## config.mk

```make
export PLATFORM = sky130hd
export DESIGN_NAME = brfc_ram
export DESIGN_NICKNAME = d
export VERILOG_FILES = /design/src/hw/rtl/brfc_ram.sv
export SDC_FILE = /design/constraint.sdc
export NUM_CORES = 2
export LEC_CHECK = 0
export ABC_CLOCK_PERIOD_IN_PS = 2800
export BUFFER_PORTS_ARGS = -buffer_cell sky130_fd_sc_hd__buf_4
export CORE_MARGIN = 2
export CORE_UTILIZATION = 50
export CTS_CLUSTER_SIZE = 14
export DETAILED_ROUTE_END_ITERATION = 8
export GPL_ROUTABILITY_DRIVEN = 0
export PLACE_DENSITY_LB_ADDON = 0.15
export SKIP_CTS_REPAIR_TIMING = 1
export SLEW_MARGIN = 20
export SYNTH_ARGS = -nofsm -noshare
export SYNTH_HDL_FRONTEND = slang
export SYNTH_SLANG_ARGS = --single-unit
```

## constraint.sdc

```tcl
create_clock -name clk -period 2.8 [get_ports clk]
set_input_delay 0 -clock clk [delete_from_list [all_inputs] [get_ports clk]]
set_output_delay 0 -clock clk [all_outputs]
set_load 0.01 [all_outputs]
```

## src/hw/rtl/brfc_ram.sv

```systemverilog
module brfc_ram #(
    parameter int WIDTH = 8,
    parameter int DEPTH = 256
) (
    input  logic                     clk,
    input  logic                     we,
    input  logic [$clog2(DEPTH)-1:0] waddr,
    input  logic [WIDTH-1:0]         wdata,
    input  logic                     re,
    input  logic [$clog2(DEPTH)-1:0] raddr,
    output logic [WIDTH-1:0]         rdata
);

    logic [WIDTH-1:0] mem [DEPTH];

    always_ff @(posedge clk)
    begin
        if (we)
        begin
            mem[waddr] <= wdata;
        end
        if (re)
        begin
            rdata <= mem[raddr];
        end
    end

endmodule

```

# Word level (Yosys, flattened, before mapping)
# Memories as Yosys holds them, arrays and structs flattened. A register that Yosys moved wholly into a read port is not among the register bits.
# Index checks and enable logic that the tools add are counted.
[totals]
memories = 1
input_bits = 27
out_inout_bits = 8
ram_bits = 2048
regBits = 0
elab_cells = 3
[op_classes]
n_mux = 2
[memory_table]
columns = ["memory", "words", "word_bits", "rd", "rd_clocked_by_memory_dff", "wr", "line", "source"]
rows = [
  ["mem", 256, 8, 1, 1, 1, "14", "logic [WIDTH-1:0] mem [DEPTH];"],
]
[op_table]
columns = ["operator", "count"]
rows = [
  ["2-to-1 mux 1 bit", 2],
]

# Depth between registers and ports, before layout
[logic_depth]
word_depth = 2
ltp_mapped = 11
ltp_nobuf = 6

# Least setup slack after synthesis
# Ideal clock, no wire load.
[synth_path]
kind = "input port to flip-flop"
from = "input port raddr[0]"
to = "register rdata[2], read port of mem, data pin"
path_buffers = 4
cell_stages = 9
setup_slack_ns = 0.724
t_arrival_ns = 1.807
required_time_ns = 2.531
setup_ns = 0.269
cell_sequence = "buf_6 buf_12 buf_8 buf_2 mux4_2 a22oi_1 a21oi_1 nor4_1 nor4_2"
[synth_rtl]
columns = ["element", "line", "source"]
rows = [
  ["start: declaration", "10", "input logic [$clog2(DEPTH)-1:0] raddr,"],
  ["end: declaration", "11", "output logic [WIDTH-1:0] rdata"],
]

==> qor.csv <==
stage,metric,value,unit
sta,slew margin rel.,34.6,%
sta,Worst Clk Skew,53.5,ps
power,static leakage,29.9,nW
floorplanning,Die Ht,403,microns
yosys,"flops & latches, synth",2056,
critical_path,Worst EP required,3350,ps
cells_and_area,Final Net Count,4338,
critical_path,"slowest stage delay, CP",760,ps
yosys,Mapped Cells,3733,
clocking,clk sinks,2056,
yosys,Post-Syn Area,79600,sq um
yosys,simple-gate share of the synthesized area,2.63,%
yosys,largest family of logic cells by synthesized area,multiplexers,
yosys,Main synth FF type,edfxtp_1,
critical_path,CP Max Fanout,1,
floorplanning,row cnt,146,
route,DR iter-0 viols,4722,
sta,Worst Tran Pin Value,981,ps
yosys,Synth Area in XOR/XNOR,0,%
route,final WL,202000,microns
clocking,Clock Latency Late Sink,840,ps
route,DRC viols,0,
critical_path,flop-to-flop setup slack,40,ps
worst_hold_path,Min-Delay Path Class,in2reg,
critical_path,CP Class,reg2reg,
clocking,TritonCTS buffer count,205,
cells_and_area,"commonest non-fill, non-tap cells in the layout","2056 x edfxtp_1, 518 x buf_4, 454 x mux4_2",
floorplanning,Top-Level Pins,35,
sta,Slew Limit Fails,0,
power,Sw Pwr,13.8,mW
critical_path,crit path buf inv count,0,
yosys,"Warnings, synthesis",0,
yosys,post-synthesis sequential area ratio,77.5,%
power,Switching Share,21.4,%
route,final antenna-violating net count,0,
cells_and_area,fraction of layout cells with a size suffix above 1,30.4,%
route,vias after detailed routing,40300,
run,reported max-cap violation count,0,
floorplanning,Core Area,158000,sq um
sta,TNS Setup,0,ps
yosys,Compound-Gate Fraction of Synth Area,3.42,%
sta,Final Cycle Share,98.6,%
power,clock network fraction of design power,42.1,%
clocking,H-tree depth,4,
run_status,status,completed,
clocking,clock buffer depth,3,
power,register share of total power,52.6,%
yosys,Post-synth ARST share,0,%
critical_path,"Cell Chain, Critical Path","mux4_2, mux4_2, nor2b_1, nor4_1, nor4_1",
global_routing,GR Util All Layers,25.1,%
power,logic gate share of total power,5.3,%
yosys,mux contribution to synthesized area,14.6,%
route,DR vias/cell,6.15,
yosys,Cell variety after synth,54,
sta,Setup-failing EPs final,0,
global_routing,vias in the first global route,40500,
global_routing,largest net degree at the start of global routing,119,
critical_path,startpoint types,flip-flop,
sta,Achievable Freq,0.362,GHz
floorplanning,chip width,403,microns
global_routing,initial antenna violation count,7,
yosys,Adder-Cell Fraction of Synth Area,0,%
critical_path,CP max stage cell,nor4_1,
placed_design,DP HPWL,128000,microns
critical_path,CP top delay family,simple AND/OR/NAND/NOR gates,
placed_design,# port buffers,34,
sta,Final Hold Vio Count,0,
placed_design,Placement Setup Slack,-436,ps
route,Pre-antenna DRT Iters,5,
floorplanning,Die ar.,162000,sq um
yosys,Syn Nets,3760,
critical_path,critical path arrival,3310,ps
global_routing,first-pass GRT wire length,292000,microns
sta,worst setup margin,40.5,ps
clocking,Clock transition at path regs,60,ps
cells_and_area,Syn-to-layout area delta,16.7,%
cells_and_area,"commonest non-fill, non-tap cell in the layout",edfxtp_1,
sta,crit path time final,2760,ps
power,Max rail drop VDD,0.679,mV
yosys,syn_area_per_cell,21.3,sq um
route,post-DR wirelength/cell,30.8,microns
floorplanning,Initial Util,50.3,%
power,Pint,50.7,mW
critical_path,Crit. End Element,flip-flop,
clocking,CTS tree,built,
yosys,Post-synth EDFFs,2056,
sta,unrepaired setup endpoints after global routing,false,
power,pwr dens,695,nW/um^2
clocking,Root Driver,clkbuf_16,
global_routing,"Remaining Overflow, GRT",0,
Yosys cell counts (all sizes together) (6+ instances only):
master / instances / area (sq um)
nor2b: 31 / 194
nor4: 27 / 188
edfxtp: 2056 / 61700
nand2: 33 / 124
and2: 6 / 37.5
nor2: 282 / 1060
nor3: 22 / 110
o221ai: 47 / 418
o22ai: 28 / 175
mux4: 456 / 10300
nand2b: 8 / 50.1
nand3: 34 / 170
a211oi: 16 / 120
buf: 122 / 1030
nand4: 10 / 62.6
a22oi: 133 / 998
a21oi: 96 / 480
a221oi: 14 / 129
mux2i: 134 / 1340
o21ai: 12 / 60.1
a22o: 8 / 70.1
o211ai: 10 / 75.1
clkbuf: 111 / 417
path summary, 6_finish.rpt:
| check | to | start | cells past startpoint |
|---|---|---|---|
| min | mem[215][0] | waddr[6] | 4 |
| min reg2reg | rdata[5] | mem[32][5] | 7 |
| max reg2reg | rdata[4] | mem[85][4] | 5 |
| max | rdata[4] | mem[85][4] | 5 |
logic make-up (layout without fill, tap and decap cells):
kind of cell | Yosys count | after routing
compound gates | 385 | 385
simple gates | 466 | 466
other cells | 0 | 3
mux | 591 | 591
buf+inv | 235 | 989
flops | 2056 | 2056
power groups by stage:
stage | Combinational [mW] | Clock [mW] | Sequential, mW
2_1_floorplan | 1.65 | 0 | 34.6
3_3_place_gp | 3.37 | 0 | 34.6
5_1_grt | 3.59 | 28.8 | 34.0
6_report | 3.41 | 27.2 | 34.0
3_5_place_dp | 3.41 | 0 | 34.6
4_1_cts | 3.41 | 27.6 | 34.0
metal layers:
layer / global-route usage [%] / up-vias / part of all wire, %
met5: 0 / - / 0.026
met2: 39.5 / 1632 / 48
li1: - / 16900 / -
met1: 36.5 / 21500 / 42
met4: 6.98 / 8 / 2.7
met3: 4.43 / 309 / 7.4
registers in the layout, indices dropped and copies added (netlist names):
name and count:
rdata 8, mem 2048
stage by stage:
step	hold slack [ps]	total power, mW	cell area (sq um)	instances	util (%)
2_1_floorplan	98.9	36.3	79600	3733	-
3_3_place_gp	400	38.0	86100	6158	54.4
3_5_place_dp	401	38.1	86100	6159	54.4
4_1_cts	-496	65.0	92700	6542	58.6
5_1_grt	3.00	66.3	93000	6559	58.8
6_report	2.59	64.6	93000	6562	58.8
layout make-up:
cell class                 instances  area, sq um
inverter                           2         7.51
antenna                            3         7.51
sequential                      2056        61700
multi-input combinational       1442        16600
clock inverter                   140         1380
clock buffer                     243         5290
timing repair buffer             604         5390
tap                             2072         2590
fill                           11400        65200
worst register-to-register path, delay by kind of cell, from the launching register on:
kind / cells / cell delay [ps]
mux: 2 / 1040
simple gates: 3 / 1070
flops: 1 / 370
Power figures use the tool's default switching activity.
