<file path="src/hw/rtl/brfc_pkg.sv">
package brfc_pkg;

    localparam int TYPE_W     = 3;
    localparam int LEN_W      = 7;
    localparam int BYTE_W     = 8;
    localparam int CNT_W      = 14;
    localparam int CFG_W      = 15;

    localparam int DEPTH_DEF     = 16384;
    localparam int MAX_CHUNK_DEF = 64;
    localparam int BLINK         = 1;
    localparam int SIZE_MIN      = 128;
    localparam int SIZE_RESET    = 16384;

    typedef enum logic [TYPE_W-1:0] {
        REQ_ENQ    = 3'd0,
        REQ_DEQ    = 3'd1,
        REQ_PEEK   = 3'd2,
        REQ_ADV_WR = 3'd3,
        REQ_ADV_RD = 3'd4,
        REQ_CLEAR  = 3'd5
    } req_t;

endpackage

</file>
<file path="src/hw/rtl/brfc_count.sv">
module brfc_count #(
    parameter int DEPTH = brfc_pkg::DEPTH_DEF
) (
    input  logic                       clk,
    input  logic                       rst_n,
    input  logic [$clog2(DEPTH):0]     size,
    input  logic [$clog2(DEPTH)-1:0]   rd_pos,
    input  logic [$clog2(DEPTH)-1:0]   wr_pos,
    output logic [$clog2(DEPTH)-1:0]   used_cnt,
    output logic [$clog2(DEPTH)-1:0]   free_cnt
);

    import brfc_pkg::*;

    localparam int AW = $clog2(DEPTH);
    localparam int SW = AW + 1;

    logic [SW-1:0] diff;
    logic          wrapped;
    logic [SW-1:0] used_next;
    logic [SW-1:0] free_next;

    always_comb
    begin
        diff    = {1'b0, wr_pos} - {1'b0, rd_pos};
        wrapped = rd_pos > wr_pos;
        if (wrapped)
        begin
            used_next = size + diff;
            free_next = {1'b0, rd_pos} - {1'b0, wr_pos} - SW'(BLINK);
        end
        else
        begin
            used_next = diff;
            free_next = size - SW'(BLINK) - diff;
        end
    end

    always_ff @(posedge clk or negedge rst_n)
    begin
        if (!rst_n)
        begin
            used_cnt <= '0;
            free_cnt <= '0;
        end
        else
        begin
            used_cnt <= used_next[AW-1:0];
            free_cnt <= free_next[AW-1:0];
        end
    end

endmodule

</file>
<file path="config.mk">
export PLATFORM = sky130hd
export DESIGN_NAME = brfc_count
export DESIGN_NICKNAME = d
export VERILOG_FILES = /design/src/hw/rtl/brfc_pkg.sv /design/src/hw/rtl/brfc_count.sv
export SDC_FILE = /design/constraint.sdc
export NUM_CORES = 1
export LEC_CHECK = 0
export BUFFER_PORTS_ARGS = -buffer_cell sky130_fd_sc_hd__buf_2
export CAP_MARGIN = 10
export CELL_PAD_IN_SITES_DETAIL_PLACEMENT = 1
export CELL_PAD_IN_SITES_GLOBAL_PLACEMENT = 2
export CORE_MARGIN = 2
export CORE_UTILIZATION = 36
export CTS_BUF_LIST = sky130_fd_sc_hd__clkbuf_4
export DETAILED_ROUTE_END_ITERATION = 10
export HOLD_SLACK_MARGIN = 0.15
export PLACE_DENSITY = 0.94
export SLEW_MARGIN = 5
export SYNTH_ARGS = -nofsm -noshare
export SYNTH_HDL_FRONTEND = slang
export SYNTH_SLANG_ARGS = --single-unit
</file>
<file path="constraint.sdc">
create_clock -name clk -period 0.8 [get_ports clk]
set_input_delay 0.08 -clock clk [delete_from_list [all_inputs] [get_ports clk]]
set_output_delay 0.08 -clock clk [all_outputs]
set_load 0.02 [all_outputs]
</file>
==> impl_metrics.py, run 1 <==
metrics = {
    "synthesis": {
        "async_flop_share_pct": 100.0,
        "synth_top_area_cell": "dfrtp_1",
        "synth_cell_types": 53,
        "yosysTopAreaCellShare_pct": 20.51,
        "ys_top_cells_by_area": "dfrtp_1 (21%), ha_1 (20%), xnor2_1 (7.9%)",
        "netlist_area_um2": 3417,
        "syn-num-nets": 521,
        "synth-seq-cells": 28,
        "synth_seq_area_share_pct": 20.51,
        "synth_edf_count": 0,
        "ys_warn_count": 0,
        "synthFlopType": "dfrtp_1",
        "syn_inst": 419,
        "syn_avg_cell_area_um2": 8.155,
    },
    "status": {
        "error": "[ERROR GRT-0232] Routing congestion too high. Check the congestion heatmap in the GUI.",
        "status": "aborted with a tool error",
        "stop_stage": "global routing",
    },
    "clocking": {
        "htreeDepth": 1,
        "cts.path.max_buffers": 2,
        "cts-root-buf": "clkbuf_4",
        "cts_buffers": 3,
        "cts_sinks": 28,
    },
    "global_route": {
        "antenna_found_initial": 3,
        "gr-total-overflow": 3,
        "track_usage_pct": 68.45,
        "grt_max_degree": 29,
    },
    "placement": {
        "placed_area_um2": 5056,
        "gp_congestion": 0.9174,
        "io_buffers": 71,
        "hpwl_mm": 10.73,
    },
    "timing": {
        "worst_path_end_type": "register input",
        "grt_worst_setup_endpoint": "used_cnt[13]$_DFF_PN0_/D",
    },
    "die": {
        "start_util_pct": 36.98,
        "io_pins": 73,
        "die_y_um": 101.4,
        "rows": 35,
        "die_w_um": 101.4,
    },
}
through the flow:
stage	cells	hold WS (ns)	setup slack (ns)	util, %	TNS [ns]
2_1_floorplan	419	-0.2156	-2.638	-	-46.27
3_3_place_gp	737	0.03704	-2.851	54.72	-59.52
3_5_place_dp	737	0.05668	-3.169	54.72	-63.42
4_1_cts	767	0.1218	-2.476	65.28	-56.06
what timing repair did:
action	CTS
hold buffers	1
buffers inserted	32
hold endpoints to repair	29
pin swaps	56
endpoints found under the setup margin	56
resized for setup	175
synthesized netlist by cell type (2+ instances only):
cell type and count:
nor2b_1 9, dfrtp_1 28, mux2_2 2, buf_2 6, a21o_1 15, a2111o_1 2, inv_1 52, o21ai_0 30
xnor2_1 31, o21ai_1 4, a21oi_1 31, ha_1 54, nand2b_1 8, nand3_1 2, or3_1 3, xor2_1 12
o31ai_1 4, o211ai_1 2, nor3_1 4, a211oi_1 4, o22ai_1 4, a2111oi_2 2, nor2_1 33, a31oi_1 3
fa_1 3, clkbuf_1 11, o21a_1 2, nand2_1 21, o21bai_1 6, mux2i_1 6, buf_4 2, a221o_1 2
cells by family after synthesis:
logic type | share of synthesized area, %
AOI/OAI and AO/OA | 24.09
muxes | 2.417
DFF | 20.51
xor gates and xnor gates | 11.02
and+or+nand+nor | 11.86
buffers and inverters | 8.568
adders and majority gates | 21.53
routing by layer:
layer / GRT overflow / GRT usage [%]
met3: 0 / 47.27
met2: 1 / 88.54
met5: 0 / 3.365
met4: 2 / 69.75
met1: 0 / 69.93
==> inputs of run 2 (changes only) <==
==> config.mk (replaced) <==
export PLATFORM = sky130hd
export DESIGN_NAME = brfc_count
export DESIGN_NICKNAME = d
export VERILOG_FILES = /design/src/hw/rtl/brfc_pkg.sv /design/src/hw/rtl/brfc_count.sv
export SDC_FILE = /design/constraint.sdc
export NUM_CORES = 1
export LEC_CHECK = 0
export BUFFER_PORTS_ARGS = -buffer_cell sky130_fd_sc_hd__buf_2
export CAP_MARGIN = 10
export CORE_MARGIN = 2
export CORE_UTILIZATION = 40
export DETAILED_ROUTE_END_ITERATION = 10
export PLACE_DENSITY_LB_ADDON = 0.15
export SLEW_MARGIN = 5
export SYNTH_ARGS = -nofsm -noshare
export SYNTH_HDL_FRONTEND = slang
export SYNTH_SLANG_ARGS = --single-unit
==> impl_metrics.py, run 2 <==
metrics = {
    "status": {
        "status": "finished with violations",
        "violations": "setup timing",
    },
    "worst_hold_path": {
        "min_path_type": "in2reg",
        "hold_depth": 4,
    },
    "global_route": {
        "gr-total-overflow": 0,
        "antenna_found_initial": 0,
        "track_usage_pct": 22.27,
        "grt_max_degree": 29,
        "grt_pass1_vias": 3625,
        "grt_pass1_wl_mm": 16.55,
    },
    "pwr": {
        "power.total_mw": 12.36,
        "intPower_mw": 7.227,
        "power_switching_mw": 5.135,
        "p_sw_share_pct": 41.54,
        "power.density_nw_per_um2": 2035,
        "power_frac_seq_pct": 17.4,
        "pwr-share-comb_pct": 77.0,
        "p_leak_nw": 3.021,
        "pwr-share-clk_pct": 5.6,
        "vdd_drop_max_mv": 0.8009,
    },
    "timing": {
        "setup_ws_ns": -2.442,
        "max_freq_mhz": 308.5,
        "min_period_over_period_pct": 405.2,
        "rsz0062_at_grt": "yes",
        "final.setup.tns_ns": -50.75,
        "relSlewSlack_pct": 73.97,
        "tightest_slew_ns": 0.3871,
        "whs_ns": 0.2562,
        "hold_violations": 0,
        "setup_viol_count_final": 56,
        "min_period_ns": 3.242,
        "drv_slew": 0,
    },
    "synthesis": {
        "ys_warn_count": 0,
        "ys_top_cells_by_area": "dfrtp_1 (21%), ha_1 (20%), xnor2_1 (7.9%)",
        "synth-seq-cells": 28,
        "synth_top_area_cell": "dfrtp_1",
        "synth_seq_area_share_pct": 20.51,
        "syn_avg_cell_area_um2": 8.155,
        "syn-num-nets": 521,
        "netlist_area_um2": 3417,
        "syn_inst": 419,
        "synth_edf_count": 0,
        "yosys.cell_count.top_type": "ha_1",
        "synth_common_cells": "ha_1 (54), inv_1 (52), nor2_1 (33)",
        "synthFlopType": "dfrtp_1",
        "yosysTopAreaCellShare_pct": 20.51,
        "async_flop_share_pct": 100.0,
        "synth_cell_types": 53,
    },
    "worst_setup_path": {
        "crit_path_end_kind": "flop",
        "crit_fanout": 4,
        "worstPathArrival_ns": 3.43,
        "required_ns": 0.99,
        "startpoint_type": "input port",
        "startpoint": "wr_pos[0]",
        "critical_path_class": "in2reg",
        "endpoint": "used_cnt[13]",
    },
    "placement": {
        "io_buffers": 71,
        "gp_congestion": 0.8568,
        "pre_cts_ws_ns": -2.986,
        "hpwl_mm": 7.651,
        "placedCellCount": 708,
        "placed_area_um2": 5001,
    },
    "detailed_routing": {
        "firstDrtPassIters": 4,
        "routed_wl_mm": 10.53,
        "drtIter0Drc": 109,
        "num_vias": 3678,
        "wl_per_cell_um": 14.19,
        "drcViolationCount": 0,
        "viasPerCell": 4.957,
        "antenna_left": 0,
    },
    "clocking": {
        "cts_tree": "built",
        "cts_buffers": 3,
        "path_clk_slew_ns": 0.08,
        "htreeDepth": 1,
        "cts_sinks": 28,
        "cts.path.max_buffers": 2,
        "cts-root-buf": "clkbuf_8",
    },
    "die": {
        "rows": 33,
        "dieArea_um2": 9298,
        "die_y_um": 96.43,
        "coreArea_um2": 8258,
        "io_pins": 73,
        "start_util_pct": 41.38,
        "die_w_um": 96.43,
    },
    "finish": {
        "fin_cells": 742,
        "nets": 741,
        "antenna_cells": 0,
        "fin_util_pct": 73.58,
        "reg_top3": "free_cnt x14, used_cnt x14",
        "final_common_cell": "buf_4",
        "stdcell_area_um2": 6076,
        "fillers": 584,
        "drive_gt1_share_pct": 54.32,
        "area_delta_synth_final_pct": 77.81,
        "mostFrequentLayoutCells": "buf_4 (135), buf_6 (51), inv_1 (46), buf_2 (41), ha_1 (39)",
    },
    "flow_run": {
        "max-cap-violations": 0,
    },
}
-- run 2: cell counts after synthesis --
Identical to the previous run, type by type.
-- run 2: critical path: stages --
cell       delay, ns
buf_8           0.09
inv_12          0.03
ha_4            0.15
fa_2            0.34
nand2b_4        0.15
a21boi_2        0.16
a311o_1         0.26
xor2_2          0.22
ha_4            0.26
a2111oi_4       0.30
o21ai_1         0.14
a221oi_2        0.35
a21oi_2         0.11
a31oi_1         0.17
mux2i_1         0.25
mux2i_1         0.24
xnor2_1         0.13
-- run 2: cell families (layout without fill, tap and decap cells) --
| kind of cell | count (synthesis) | in the layout | synth area share, % |
|---|---|---|---|
| AOI/OAI and AO/OA | 124 | 124 | 24.09 |
| xor gates and xnor gates | 43 | 43 | 11.02 |
| adders and majority gates | 57 | 57 | 21.53 |
| buffers and inverters | 72 | 290 | 8.568 |
| DFF | 28 | 28 | 20.51 |
| muxes | 8 | 8 | 2.417 |
| and+or+nand+nor | 87 | 87 | 11.86 |
-- run 2: cell type report --
| cell class | count | area, um2 | area share [%] |
|---|---|---|---|
| timing repair buffer | 235 | 1923 | 31.65 |
| clock buffer | 3 | 41.29 | 0.6796 |
| tap | 105 | 131.4 | 2.162 |
| sequential | 28 | 700.7 | 11.53 |
| multi-input combinational | 319 | 3067 | 50.47 |
| inverter | 52 | 212.7 | 3.501 |
-- run 2: metal layers --
| metal | wire length, um | share of wire [%] | vias to the layer above | track usage, % |
|---|---|---|---|---|
| met3 | 300 | 2.8 | 16 | 1.164 |
| met1 | 4883 | 46 | 1718 | 29.65 |
| met2 | 5142 | 49 | 89 | 38.95 |
| met4 | 205 | 1.9 | 0 | 6.573 |
| met5 | 0 | 0 | - | 0 |
| li1 | - | - | 1855 | - |
-- run 2: how the worst min path moves through the flow --
stage	endpoint	slack, ns	from
final	used_cnt[0]	0.26	size[0]
after global routing	used_cnt[0]	0.27	size[0]
after CTS	used_cnt[0]	0.25	size[0]
after detailed placement	free_cnt[0]	0.09	rst_n
after global placement	free_cnt[0]	0.08	rst_n
after floorplan	free_cnt[0]	-0.22	rst_n
-- run 2: power groups by stage --
| stage | registers [mW] | clock network, mW | logic (mW) |
|---|---|---|---|
| floorplan | 2.76 | 0 | 3.55 |
| global placement | 2.04 | 0 | 6.74 |
| detailed placement | 2.05 | 0 | 6.88 |
| CTS | 2.15 | 0.722 | 8.67 |
| global route | 2.20 | 0.767 | 10.2 |
| finish | 2.15 | 0.697 | 9.52 |
-- run 2: timing repair --
| action | in CTS | in global routing |
|---|---|---|
| gates cloned | 3 | 0 |
| hold endpoints to repair | 28 | 0 |
| gates resized for setup | 159 | 49 |
| pin swaps | 60 | 34 |
| setup endpoints to repair | 56 | 56 |
| hold buffers | 1 | 0 |
| setup buffers | 20 | 10 |
(Power assumes the default switching activity.)
